--- config.mk ---
export PLATFORM = sky130hd
export DESIGN_NAME = hmi_frame_receiver_decoder_core_flat
export DESIGN_NICKNAME = d
export VERILOG_FILES = /design/src/rtl/hfrd_pkg.sv /design/src/rtl/hfrd_in_if.sv /design/src/rtl/hfrd_out_if.sv /design/src/rtl/hfrd_decode.sv /design/src/rtl/hfrd_out_fifo.sv /design/src/rtl/hmi_frame_receiver_decoder_core.sv /design/src/flat_wrapper.sv
export SDC_FILE = /design/constraint.sdc
export NUM_CORES = 1
export LEC_CHECK = 0
export BUFFER_PORTS_ARGS = -buffer_cell sky130_fd_sc_hd__buf_2
export CORE_MARGIN = 3
export CORE_UTILIZATION = 55
export CTS_CLUSTER_SIZE = 30
export DETAILED_ROUTE_END_ITERATION = 7
export GPL_TIMING_DRIVEN = 1
export PLACE_DENSITY = 0.83
export SLEW_MARGIN = 20
export SYNTH_ARGS = -nofsm -noshare
export SYNTH_HDL_FRONTEND = slang
export SYNTH_HIERARCHICAL = 1
export SYNTH_SLANG_ARGS = --single-unit
--- constraint.sdc ---
create_clock -name clk_i -period 20 [get_ports clk_i]
set_input_delay 5 -clock clk_i [delete_from_list [all_inputs] [get_ports clk_i]]
set_output_delay 5 -clock clk_i [all_outputs]
set_load 0.005 [all_outputs]
--- src/rtl/hfrd_pkg.sv ---
`default_nettype none

package hfrd_pkg;

  localparam int MaxFrame = 256;
  localparam int CntW     = $clog2(MaxFrame);

  localparam int FifoDepth = 4;
  localparam int FifoPtrW  = $clog2(FifoDepth);
  localparam int FifoCntW  = $clog2(FifoDepth + 1);

  localparam logic [7:0] StartByte   = 8'hEE;
  localparam logic [7:0] TailFc      = 8'hFC;
  localparam logic [7:0] TailFf      = 8'hFF;
  localparam logic [7:0] CmdHmi      = 8'hB1;
  localparam logic [7:0] SubScreen   = 8'h01;
  localparam logic [7:0] SubEvent    = 8'h11;
  localparam logic [7:0] EvtKey      = 8'h10;
  localparam logic [7:0] EvtText     = 8'h11;

  // frame byte positions
  localparam int PosCmd     = 1;
  localparam int PosSub     = 2;
  localparam int PosScrHi   = 3;
  localparam int PosScrLo   = 4;
  localparam int PosCtlHi   = 5;
  localparam int PosCtlLo   = 6;
  localparam int PosEvt     = 7;
  localparam int PosTailMin = 3;
  localparam int FrameOvh   = 12;

  typedef enum logic [2:0] {
    KindPayload  = 3'd0,
    KindScreen   = 3'd1,
    KindKey      = 3'd2,
    KindText     = 3'd3,
    KindOther    = 3'd4,
    KindOverflow = 3'd5
  } kind_e;

  typedef struct packed {
    kind_e       kind;
    logic [7:0]  data_byte;
    logic [7:0]  byte_index;
    logic [15:0] page_id;
    logic [15:0] widget_id;
    logic [7:0]  payload_length;
    logic        frame_end;
  } result_t;

  typedef struct packed {
    logic    vld0;
    logic    vld1;
    result_t r0;
    result_t r1;
  } push_t;

endpackage

`default_nettype wire

--- src/rtl/hfrd_in_if.sv ---
`default_nettype none

interface hfrd_in_if;
  logic       valid;
  logic       ready;
  logic [7:0] rx_byte;

  modport source (output valid, output rx_byte, input ready);
  modport sink (input valid, input rx_byte, output ready);
endinterface

`default_nettype wire

--- src/rtl/hfrd_out_if.sv ---
`default_nettype none

interface hfrd_out_if;
  logic        valid;
  logic        ready;
  logic [2:0]  result_kind;
  logic [7:0]  data_byte;
  logic [7:0]  byte_index;
  logic [15:0] page_id;
  logic [15:0] widget_id;
  logic [7:0]  payload_length;
  logic        frame_end;

  modport source (
    output valid, output result_kind, output data_byte, output byte_index,
    output page_id, output widget_id, output payload_length, output frame_end,
    input ready
  );
  modport sink (
    input valid, input result_kind, input data_byte, input byte_index,
    input page_id, input widget_id, input payload_length, input frame_end,
    output ready
  );
endinterface

`default_nettype wire

--- src/rtl/hfrd_decode.sv ---
`default_nettype none

module hfrd_decode (
  input  wire logic          clk_i,
  input  wire logic          rst_ni,
  input  wire logic          accept_i,
  input  wire logic [7:0]    rx_byte_i,
  output hfrd_pkg::push_t    push_o
);
  import hfrd_pkg::*;

  logic            recv_q, recv_d;
  logic [CntW-1:0] cnt_q, cnt_d;
  logic [7:0]      win_q [4];
  logic [7:0]      win_d [4];
  logic [7:0]      cmd_q, cmd_d;
  logic [7:0]      sub_q, sub_d;
  logic [15:0]     scr_q, scr_d;
  logic [15:0]     ctl_q, ctl_d;
  logic [7:0]      evt_q, evt_d;

  logic [CntW:0]   j_plus;
  logic            is_event, is_pay, end_hit, ovf_hit, pay_hit;
  logic [7:0]      plen;
  result_t         sum_r, pay_r;

  assign j_plus = {1'b0, cnt_q} + (CntW + 1)'(1);

  always_comb begin
    recv_d = recv_q;
    cnt_d  = cnt_q;
    win_d  = win_q;
    cmd_d  = cmd_q;
    sub_d  = sub_q;
    scr_d  = scr_q;
    ctl_d  = ctl_q;
    evt_d  = evt_q;
    end_hit = 1'b0;
    ovf_hit = 1'b0;
    if (accept_i) begin
      if (!recv_q) begin
        if (rx_byte_i == StartByte) begin
          win_d  = '{8'h00, 8'h00, 8'h00, rx_byte_i};
          cmd_d  = '0;
          sub_d  = '0;
          scr_d  = '0;
          ctl_d  = '0;
          evt_d  = '0;
          recv_d = 1'b1;
          cnt_d  = CntW'(1);
        end
      end else begin
        unique case (cnt_q)
          CntW'(PosCmd):   cmd_d = rx_byte_i;
          CntW'(PosSub):   sub_d = rx_byte_i;
          CntW'(PosScrHi): scr_d = {rx_byte_i, scr_q[7:0]};
          CntW'(PosScrLo): scr_d = {scr_q[15:8], rx_byte_i};
          CntW'(PosCtlHi): ctl_d = {rx_byte_i, ctl_q[7:0]};
          CntW'(PosCtlLo): ctl_d = {ctl_q[15:8], rx_byte_i};
          CntW'(PosEvt):   evt_d = rx_byte_i;
          default: ;
        endcase
        end_hit = (cnt_q >= CntW'(PosTailMin)) && (win_q[2] == TailFc) &&
                  (win_q[3] == TailFf) && (rx_byte_i == TailFf);
        ovf_hit = !end_hit && (cnt_q == CntW'(MaxFrame - 1));
        win_d = '{win_q[1], win_q[2], win_q[3], rx_byte_i};
        cnt_d = j_plus[CntW-1:0];
        if (end_hit || ovf_hit) begin
          recv_d = 1'b0;
          cnt_d  = '0;
        end
      end
    end
  end

  assign is_event = (cmd_d == CmdHmi) && (sub_d == SubEvent);
  assign is_pay   = is_event && ((evt_d == EvtKey) || (evt_d == EvtText));
  assign pay_hit  = accept_i && recv_q && is_pay && (cnt_q >= CntW'(FrameOvh));
  assign plen     = (j_plus >= (CntW + 1)'(FrameOvh)) ?
                    8'(j_plus - (CntW + 1)'(FrameOvh)) : 8'h00;

  always_comb begin
    pay_r            = '0;
    pay_r.kind       = KindPayload;
    pay_r.data_byte  = win_q[0];
    pay_r.byte_index = 8'(cnt_q - CntW'(FrameOvh));

    sum_r           = '0;
    sum_r.frame_end = 1'b1;
    priority if (ovf_hit) begin
      sum_r.kind = KindOverflow;
    end else if ((cmd_d == CmdHmi) && (sub_d == SubScreen)) begin
      sum_r.kind    = KindScreen;
      sum_r.page_id = scr_d;
    end else if (is_pay) begin
      sum_r.kind           = (evt_d == EvtKey) ? KindKey : KindText;
      sum_r.page_id        = scr_d;
      sum_r.widget_id      = ctl_d;
      sum_r.payload_length = plen;
    end else begin
      sum_r.kind = KindOther;
    end
  end

  assign push_o.vld0 = pay_hit;
  assign push_o.r0   = pay_r;
  assign push_o.vld1 = end_hit || ovf_hit;
  assign push_o.r1   = sum_r;

  always_ff @(posedge clk_i or negedge rst_ni) begin
    if (!rst_ni) begin
      recv_q <= 1'b0;
      cnt_q  <= '0;
      win_q  <= '{default: 8'h00};
      cmd_q  <= '0;
      sub_q  <= '0;
      scr_q  <= '0;
      ctl_q  <= '0;
      evt_q  <= '0;
    end else begin
      recv_q <= recv_d;
      cnt_q  <= cnt_d;
      win_q  <= win_d;
      cmd_q  <= cmd_d;
      sub_q  <= sub_d;
      scr_q  <= scr_d;
      ctl_q  <= ctl_d;
      evt_q  <= evt_d;
    end
  end

  a_idle_silent: assert property (@(posedge clk_i) disable iff (!rst_ni)
    (accept_i && !recv_q) |-> (!push_o.vld0 && !push_o.vld1))
    else $error("result while hunting for start byte");

  a_end_to_idle: assert property (@(posedge clk_i) disable iff (!rst_ni)
    push_o.vld1 |=> (!recv_q && (cnt_q == '0)))
    else $error("frame summary did not return to idle");

  a_cnt_range: assert property (@(posedge clk_i) disable iff (!rst_ni)
    (cnt_q <= CntW'(MaxFrame - 1)) && (recv_q || (cnt_q == '0)))
    else $error("byte count out of range");

endmodule

`default_nettype wire

--- src/rtl/hfrd_out_fifo.sv ---
`default_nettype none

module hfrd_out_fifo (
  input  wire logic              clk_i,
  input  wire logic              rst_ni,
  input  wire hfrd_pkg::push_t   push_i,
  output logic                   room_o,
  output logic                   valid_o,
  input  wire logic              ready_i,
  output hfrd_pkg::result_t      data_o
);
  import hfrd_pkg::*;

  result_t             mem_q [FifoDepth];
  logic [FifoPtrW-1:0] wp_q, wp_d, rp_q, rp_d;
  logic [FifoCntW-1:0] cnt_q, cnt_d;
  logic [FifoCntW-1:0] n_push;
  logic                pop;
  result_t             first;

  assign n_push = FifoCntW'(push_i.vld0) + FifoCntW'(push_i.vld1);
  assign first  = push_i.vld0 ? push_i.r0 : push_i.r1;
  assign pop    = valid_o && ready_i;

  assign room_o  = cnt_q <= FifoCntW'(FifoDepth - 2);
  assign valid_o = cnt_q != '0;
  assign data_o  = mem_q[rp_q];

  assign wp_d  = wp_q + FifoPtrW'(n_push);
  assign rp_d  = rp_q + FifoPtrW'(pop);
  assign cnt_d = cnt_q + n_push - FifoCntW'(pop);

  always_ff @(posedge clk_i) begin
    if (n_push != '0) begin
      mem_q[wp_q] <= first;
    end
    if (push_i.vld0 && push_i.vld1) begin
      mem_q[wp_q + FifoPtrW'(1)] <= push_i.r1;
    end
  end

  always_ff @(posedge clk_i or negedge rst_ni) begin
    if (!rst_ni) begin
      wp_q  <= '0;
      rp_q  <= '0;
      cnt_q <= '0;
    end else begin
      wp_q  <= wp_d;
      rp_q  <= rp_d;
      cnt_q <= cnt_d;
    end
  end

  a_no_overrun: assert property (@(posedge clk_i) disable iff (!rst_ni)
    (n_push != '0) |-> room_o)
    else $error("write into full result queue");

  a_cnt_bound: assert property (@(posedge clk_i) disable iff (!rst_ni)
    cnt_q <= FifoCntW'(FifoDepth))
    else $error("result queue count out of range");

  a_ptr_track: assert property (@(posedge clk_i) disable iff (!rst_ni)
    (cnt_q != FifoCntW'(FifoDepth)) |->
      (FifoPtrW'(cnt_q) == FifoPtrW'(wp_q - rp_q)))
    else $error("queue pointers disagree with count");

endmodule

`default_nettype wire

--- src/rtl/hmi_frame_receiver_decoder_core.sv ---
`default_nettype none

// Channel | Dir | Beat contents
// rx_i    | in  | rx_byte: one received serial byte
// res_o   | out | result_kind, data_byte, byte_index, page_id, widget_id,
//         |     | payload_length, frame_end
//
// One byte is taken per cycle while rx_i.ready is high; its results are written
// into a four-entry result queue in the same cycle and can leave in the next cycle.
// A byte produces at most two results (a payload byte and a frame summary), so
// rx_i.ready drops while fewer than two queue entries are free. The queue drains
// one beat per cycle while res_o.ready is high; without output stalls the rate is
// one byte per cycle. Reset (rst_ni low, asynchronous) returns to hunting for the
// start byte and empties the queue.
module hmi_frame_receiver_decoder_core (
  input  wire logic  clk_i,
  input  wire logic  rst_ni,
  hfrd_in_if.sink    rx_i,
  hfrd_out_if.source res_o
);
  import hfrd_pkg::*;

  push_t   push;
  result_t head;
  logic    room;
  logic    accept;

  assign accept     = rx_i.valid && rx_i.ready;
  assign rx_i.ready = room;

  hfrd_decode u_decode (
    .clk_i     (clk_i),
    .rst_ni    (rst_ni),
    .accept_i  (accept),
    .rx_byte_i (rx_i.rx_byte),
    .push_o    (push)
  );

  hfrd_out_fifo u_out_fifo (
    .clk_i   (clk_i),
    .rst_ni  (rst_ni),
    .push_i  (push),
    .room_o  (room),
    .valid_o (res_o.valid),
    .ready_i (res_o.ready),
    .data_o  (head)
  );

  assign res_o.result_kind    = head.kind;
  assign res_o.data_byte      = head.data_byte;
  assign res_o.byte_index     = head.byte_index;
  assign res_o.page_id        = head.page_id;
  assign res_o.widget_id      = head.widget_id;
  assign res_o.payload_length = head.payload_length;
  assign res_o.frame_end      = head.frame_end;

endmodule

`default_nettype wire
--- src/flat_wrapper.sv ---
// flat-port wrapper written by rule: the top's interface ports become plain ports
module hmi_frame_receiver_decoder_core_flat import hfrd_pkg::*;
  (clk_i, rst_ni, rx_i_valid, rx_i_rx_byte, rx_i_ready, res_o_valid, res_o_result_kind, res_o_data_byte, res_o_byte_index, res_o_page_id, res_o_widget_id, res_o_payload_length, res_o_frame_end, res_o_ready);
  hfrd_in_if rx_i_i ();
  hfrd_out_if res_o_i ();
  input  wire logic clk_i;
  input  wire logic rst_ni;
  input wire logic [$bits(rx_i_i.valid)-1:0] rx_i_valid;
  input wire logic [$bits(rx_i_i.rx_byte)-1:0] rx_i_rx_byte;
  output wire logic [$bits(rx_i_i.ready)-1:0] rx_i_ready;
  output wire logic [$bits(res_o_i.valid)-1:0] res_o_valid;
  output wire logic [$bits(res_o_i.result_kind)-1:0] res_o_result_kind;
  output wire logic [$bits(res_o_i.data_byte)-1:0] res_o_data_byte;
  output wire logic [$bits(res_o_i.byte_index)-1:0] res_o_byte_index;
  output wire logic [$bits(res_o_i.page_id)-1:0] res_o_page_id;
  output wire logic [$bits(res_o_i.widget_id)-1:0] res_o_widget_id;
  output wire logic [$bits(res_o_i.payload_length)-1:0] res_o_payload_length;
  output wire logic [$bits(res_o_i.frame_end)-1:0] res_o_frame_end;
  input wire logic [$bits(res_o_i.ready)-1:0] res_o_ready;
  assign rx_i_i.valid = rx_i_valid;
  assign rx_i_i.rx_byte = rx_i_rx_byte;
  assign rx_i_ready = rx_i_i.ready;
  assign res_o_valid = res_o_i.valid;
  assign res_o_result_kind = res_o_i.result_kind;
  assign res_o_data_byte = res_o_i.data_byte;
  assign res_o_byte_index = res_o_i.byte_index;
  assign res_o_page_id = res_o_i.page_id;
  assign res_o_widget_id = res_o_i.widget_id;
  assign res_o_payload_length = res_o_i.payload_length;
  assign res_o_frame_end = res_o_i.frame_end;
  assign res_o_i.ready = res_o_ready;
  hmi_frame_receiver_decoder_core u_core (.clk_i(clk_i), .rst_ni(rst_ni), .rx_i(rx_i_i), .res_o(res_o_i));
endmodule
# After elaboration in Yosys (flattened, before gate mapping)
# Memories as Yosys holds them, arrays and structs flattened.
# Index checks and enable logic that the tools add are counted.
[op_classes]
n_div = 0
n_bitwise = 0
n_reduce_logical = 21
n_mul = 0
n_lt_le_gt_ge = 4
addsub = 9
eq_ne = 17
shifts = 0
n_mux = 46
[ops]
columns = ["operator", "count"]
rows = [
  ["$mux 8", 16],
  ["$mux 16", 7],
  ["$mux 40", 2],
  ["$mux 32", 2],
  ["$pmux 16 s2", 2],
  ["$mux 60", 1],
  ["$eq 8x8->1 const B", 6],
  ["$eq 8x3->1 const B", 4],
  ["$eq 8x5->1 const B", 3],
  ["$mux 24", 1],
  ["$eq 8x1->1 const B", 2],
  ["$eq 8x2->1 const B", 2],
  ["$sub 8x4->8 const B", 2],
  ["$logic_and 1x1->1", 13],
  ["$mux 1", 12],
  ["$add 8x1->9 const B", 1],
  ["$ge 9x4->1 const B", 1],
  ["$mux 3", 3],
  ["$ge 8x2->1 const B", 1],
  ["$ge 8x4->1 const B", 1],
  ["$reduce_bool 3->1", 2],
  ["$add 3x3->3", 1],
  ["$le 3x2->1 const B", 1],
  ["$logic_or 1x1->1", 3],
  ["8 further kinds", 8],
]
[totals]
latchBits = 0
mem_count = 1
wordCells = 112
reg_bits = 104
ram_bits = 240
out_inout_bits = 62
romBits = 0
[mem_list]
columns = ["memory", "words", "width", "read_ports", "rd_clocked_by_memory_dff", "wr", "line_no", "rtl"]
rows = [
  ["u_core.u_out_fifo.mem_q", 4, 60, 1, 0, 2, "hfrd_out_fifo.sv:14", "result_t mem_q [FifoDepth];"],
]

# Logic depth before layout (Yosys ltp)
[depth]
ltp_word = 13
mapped_depth = 22

# Modules after synthesis
# The synthesis kept the hierarchy.
[modules_own_cells]
columns = ["mod", "cells_per_inst", "area_per_inst_um2", "instances", "seq_area_each_um2"]
rows = [
  ["hfrd_out_fifo", 921, 12966.2, 1, 7382.1],
  ["hfrd_decode", 621, 5874.4, 1, 2427.3],
  ["hmi_frame_receiver_decoder_core", 1, 6.3, 1, 0.0],
]

# Least setup slack after synthesis
# OpenSTA, ideal clock, no wires.
[synth_path]
path_kind = "in2reg"
from = "in rx_i_valid"
to = "mem u_core/u_out_fifo/mem_q[1][0] in the netlist's numbering, enable pin"
stages = 16
arrival_time_ns = 12.089
slack_ns = 7.343
cell_sequence = "and2_1 > and2_1 > clkbuf_1 > a31oi_2 > buf_2 > a221o_1 > a21oi_1 > nand4_4 > buf_6 > nor3_1 > buf_4 > buf_2 > buf_2 > inv_1 > ha_1 > a211oi_1"
[synth_rtl]
columns = ["item", "line_no", "rtl"]
rows = [
  ["start, declared", "flat_wrapper.sv:8", "input wire logic [$bits(rx_i_i.valid)-1:0] rx_i_valid;"],
  ["end, declared", "hfrd_out_fifo.sv:14", ""],
]

==> results.json <==
{
  "post_dp_cell_area_um2": 18800,
  "io_pins": 74,
  "leakage_nw": 6.77,
  "path_delay_family": "simple AND/OR/NAND/NOR gates",
  "diodes": 0,
  "clock_power_share_pct": 34.2,
  "dp_cells": 1931,
  "max_freq_mhz": 90.8,
  "cp_slowest_cell": "buf_4",
  "die_area_um2": 36500,
  "grtUsageTotal_pct": 25.9,
  "drc": 0,
  "ir_drop_v": 0.0000912,
  "wl_per_cell_um": 23.8,
  "worst_slew_pin_slew_ns": 1.24,
  "arrival_ns": 11.15,
  "drive_gt1_share_pct": 16.2,
  "die_height_um": 191,
  "synth-async-reset-ratio_pct": 30.2,
  "dieWidth_um": 191,
  "grt_pass1_vias": 13839,
  "regArea_um2": 9820,
  "hold_viol": 0,
  "start_util_pct": 56.1,
  "critPathKind": "primary input to register",
  "worstPathMaxFanout": 61,
  "drv_cap": 0,
  "r2r-end": "u_core/u_out_fifo/mem_q[2][55]",
  "clk_pin_slew_ns": 0.05,
  "crit_required_ns": 20.14,
  "synth_ff_type": "edfxtp_1",
  "yosys_warnings": 6,
  "n_fill_cell": 2488,
  "drt_first_pass_iters": 5,
  "placeableCoreArea_um2": 33600,
  "cts_buffer_depth": 3,
  "drt_iter0_markers": 1763,
  "rsz0062_at_grt": "false",
  "cts_root_buf": "clkbuf_16",
  "setup_viol": 0,
  "path_buf_inv": 5,
  "whs_ns": 0.500,
  "status": "finished, final reports clean",
  "period_minus_slack_ns": 11.02,
  "cpPeakStageDelay_ns": 0.78,
  "cts_resized": 0,
  "startpoint": "rx_i_valid",
  "relSlewSlack_pct": 16.7,
  "startpoint_type": "primary input",
  "portBuffers": 73,
  "grt_pass1_wl_um": 74900,
  "p_sw_uw": 646,
  "cts_max_level": 2,
  "p_int_mw": 1.51,
  "holdPathStages": 1,
  "fin_setup_tns_ns": 0,
  "yosys.area.top_type_share_pct": 38.2,
  "routed_wl_um": 47700,
  "ant_nets": 0,
  "p_per_area_nw_per_um2": 107,
  "power_frac_seq_pct": 41.3,
  "netlist_area_um2": 18800,
  "syn_inst": 1543,
  "avgSynthCellArea_um2": 12.2,
  "worst-path-stages": 15,
  "cp-end-kind": "register",
  "design_area_um2": 20200,
  "cts_tree": "built",
  "clock_latency_ns": 0.54,
  "cp_common_cell": "buf_4",
  "vias": 13921,
  "grt_start_max_net_pins": 115,
  "multi_input_area_um2": 7850,
  "reg2reg_depth": 15,
  "switching_share_pct": 30.0,
  "gp_routability_congestion": 0.958,
  "cts_sinks": 344,
  "finalNonFillerCells": 1999,
  "p_comb_share_pct": 24.4,
  "hpwl_um": 28400,
  "yosysUniqueCellTypes": 75,
  "timing.rr.start": "u_core/u_out_fifo/cnt_q[0]",
  "cts_hold_buf": 0,
  "min_path_type": "register to register",
  "finalCritPeriodShare_pct": 55.1,
  "antenna_found_initial": 0,
  "synth_top_cell_by_area": "edfxtp_1",
  "numCtsBuffers": 37,
  "post_cts_buffers": 0,
  "synth.area.top_cells": "edfxtp_1 (38%), dfrtp_1 (14%), o221ai_1 (11%)",
  "nets": 1549,
  "area_growth_pct": 7.16,
  "crit_end": "u_core/u_out_fifo/mem_q[2][55]",
  "rrSetupSlack_ns": 12.94,
  "crit_chain": "buf_2 > and2_1 > and2_1 > buf_4 > a31oi_4 > a221oi_1 > a221oi_1 > nand4_4 > nor3_2 > buf_4 > ha_1 > and3b_2 > buf_4 > or2_2 > buf_4",
  "skew_ns": 0.0261,
  "synth_seq_cells": 344,
  "num_rows": 67,
  "grt_overflow": 0,
  "synth_edf_count": 240,
  "viasPerCell": 6.96,
  "total_power_mw": 2.15,
  "ys_seq_area_share_pct": 52.0,
  "maxSlewViolCount": 0
}
## registers in the layout, summed over array words and instances (netlist names), 3 cells and up
name and cells:
u_core/u_decode/evt_q 8, u_core/u_decode/cnt_q 8, u_core/u_decode/win_q 24, u_core/u_decode/ctl_q 16, u_core/u_decode/scr_q 16, u_core/u_decode/sub_q 8
u_core/u_decode/cmd_q 8, u_core/u_out_fifo/mem_q 240, u_core/u_out_fifo/cnt_q 3, u_core/u_decode/push_o 8
## area by class of cell
class / instances / area share, %
multi-input combinational: 1019 / 38.9
clock buffer: 47 / 4.99
tap: 448 / 2.78
sequential: 344 / 48.6
inverter: 29 / 0.539
clock inverter: 20 / 1.53
timing repair buffer: 92 / 2.66
## power by group through the flow
stage	clock, mW	combinational, mW	sequential [mW]
CTS	0.742	0.522	0.889
global placement	0	0.511	0.902
detailed placement	0	0.518	0.903
finish	0.737	0.526	0.890
global route	0.774	0.569	0.900
floorplan	0	0.419	0.864
## cells by family (layout without fill, tap and decap cells)
kind of cell,after synthesis,in the layout,share of synthesized area [%]
buffers and inverters,239,188,7.79
adders and majority gates,14,14,0.969
and+or+nand+nor,457,457,12.9
xor gates and xnor gates,19,19,0.883
AOI/OAI and AO/OA,401,401,17.8
DFF,344,344,52.0
muxes,67,67,7.58
other,2,61,0.0398
## cell usage after synthesis, types with 4 or more instances
library cell,number
and2_1,8
and4_1,7
nand3_1,24
o2bb2ai_1,8
a21o_1,5
a22o_1,59
buf_1,4
o221ai_1,240
a221o_1,5
o21ai_0,23
xnor2_1,13
nor2_1,22
a21oi_1,16
nand4b_1,4
o22ai_1,8
nor4b_2,6
o31ai_1,4
edfxtp_1,240
or2_2,4
ha_1,13
buf_6,25
mux2_2,6
clkbuf_1,41
nand2_1,179
nor4_1,4
mux4_2,60
dfrtp_1,104
buf_2,56
nor3_1,43
inv_1,28
nand4_1,5
nand2b_1,123
xor2_1,6
or3_1,4
and3_1,4
buf_4,83
a31oi_1,8
## per-layer routing
layer,GRT usage (%),share of wire [%],vias to the layer above
li1,-,-,5993
met1,34.9,39,6753
met2,41.1,47,998
met3,5.17,10,177
met4,11.5,3.9,0
met5,0,0,-
## worst min-delay path by stage
stage,from,end,slack [ns]
CTS,u_core/u_decode/sub_q[1],u_core/u_decode/sub_q[1],0.50
finish,u_core/u_decode/ctl_q[12],u_core/u_decode/ctl_q[12],0.50
global route,u_core/u_decode/sub_q[1],u_core/u_decode/sub_q[1],0.52
floorplan,u_core/u_decode/sub_q[3],u_core/u_decode/sub_q[3],0.45
global placement,u_core/u_decode/sub_q[1],u_core/u_decode/sub_q[1],0.48
detailed placement,u_core/u_decode/sub_q[1],u_core/u_decode/sub_q[1],0.48
## cells in the final DEF (no fill, tap or decap), types with 6 or more instances in the layout
cell type / n
bufinv_16: 7
mux4_2: 60
buf_4: 17
ha_1: 13
and4_1: 7
nor2_1: 22
buf_2: 72
nor3_1: 42
o22ai_1: 8
clkbuf_1: 6
o21ai_0: 23
dfrtp_1: 101
nand2_1: 178
conb_1: 61
a22o_1: 59
xor2_1: 6
a21oi_1: 16
clkbuf_16: 38
o2bb2ai_1: 8
xnor2_1: 13
nor4b_2: 6
mux2_2: 6
o221ai_1: 240
nand3_1: 23
and2_1: 8
inv_1: 28
nand2b_1: 122
edfxtp_1: 240
a31oi_1: 8
## metrics by stage
| stage | utilization (%) | worst slack, ns |
|---|---|---|
| 4_1_cts | 60.0 | 9.14 |
| 5_1_grt | 60.1 | 8.69 |
| 6_report | 60.1 | 8.98 |
| 2_1_floorplan | - | 7.34 |
| 3_5_place_dp | 56.0 | 8.64 |
| 3_3_place_gp | 56.0 | 8.76 |
No activity file was read; power rests on OpenSTA's default activity.
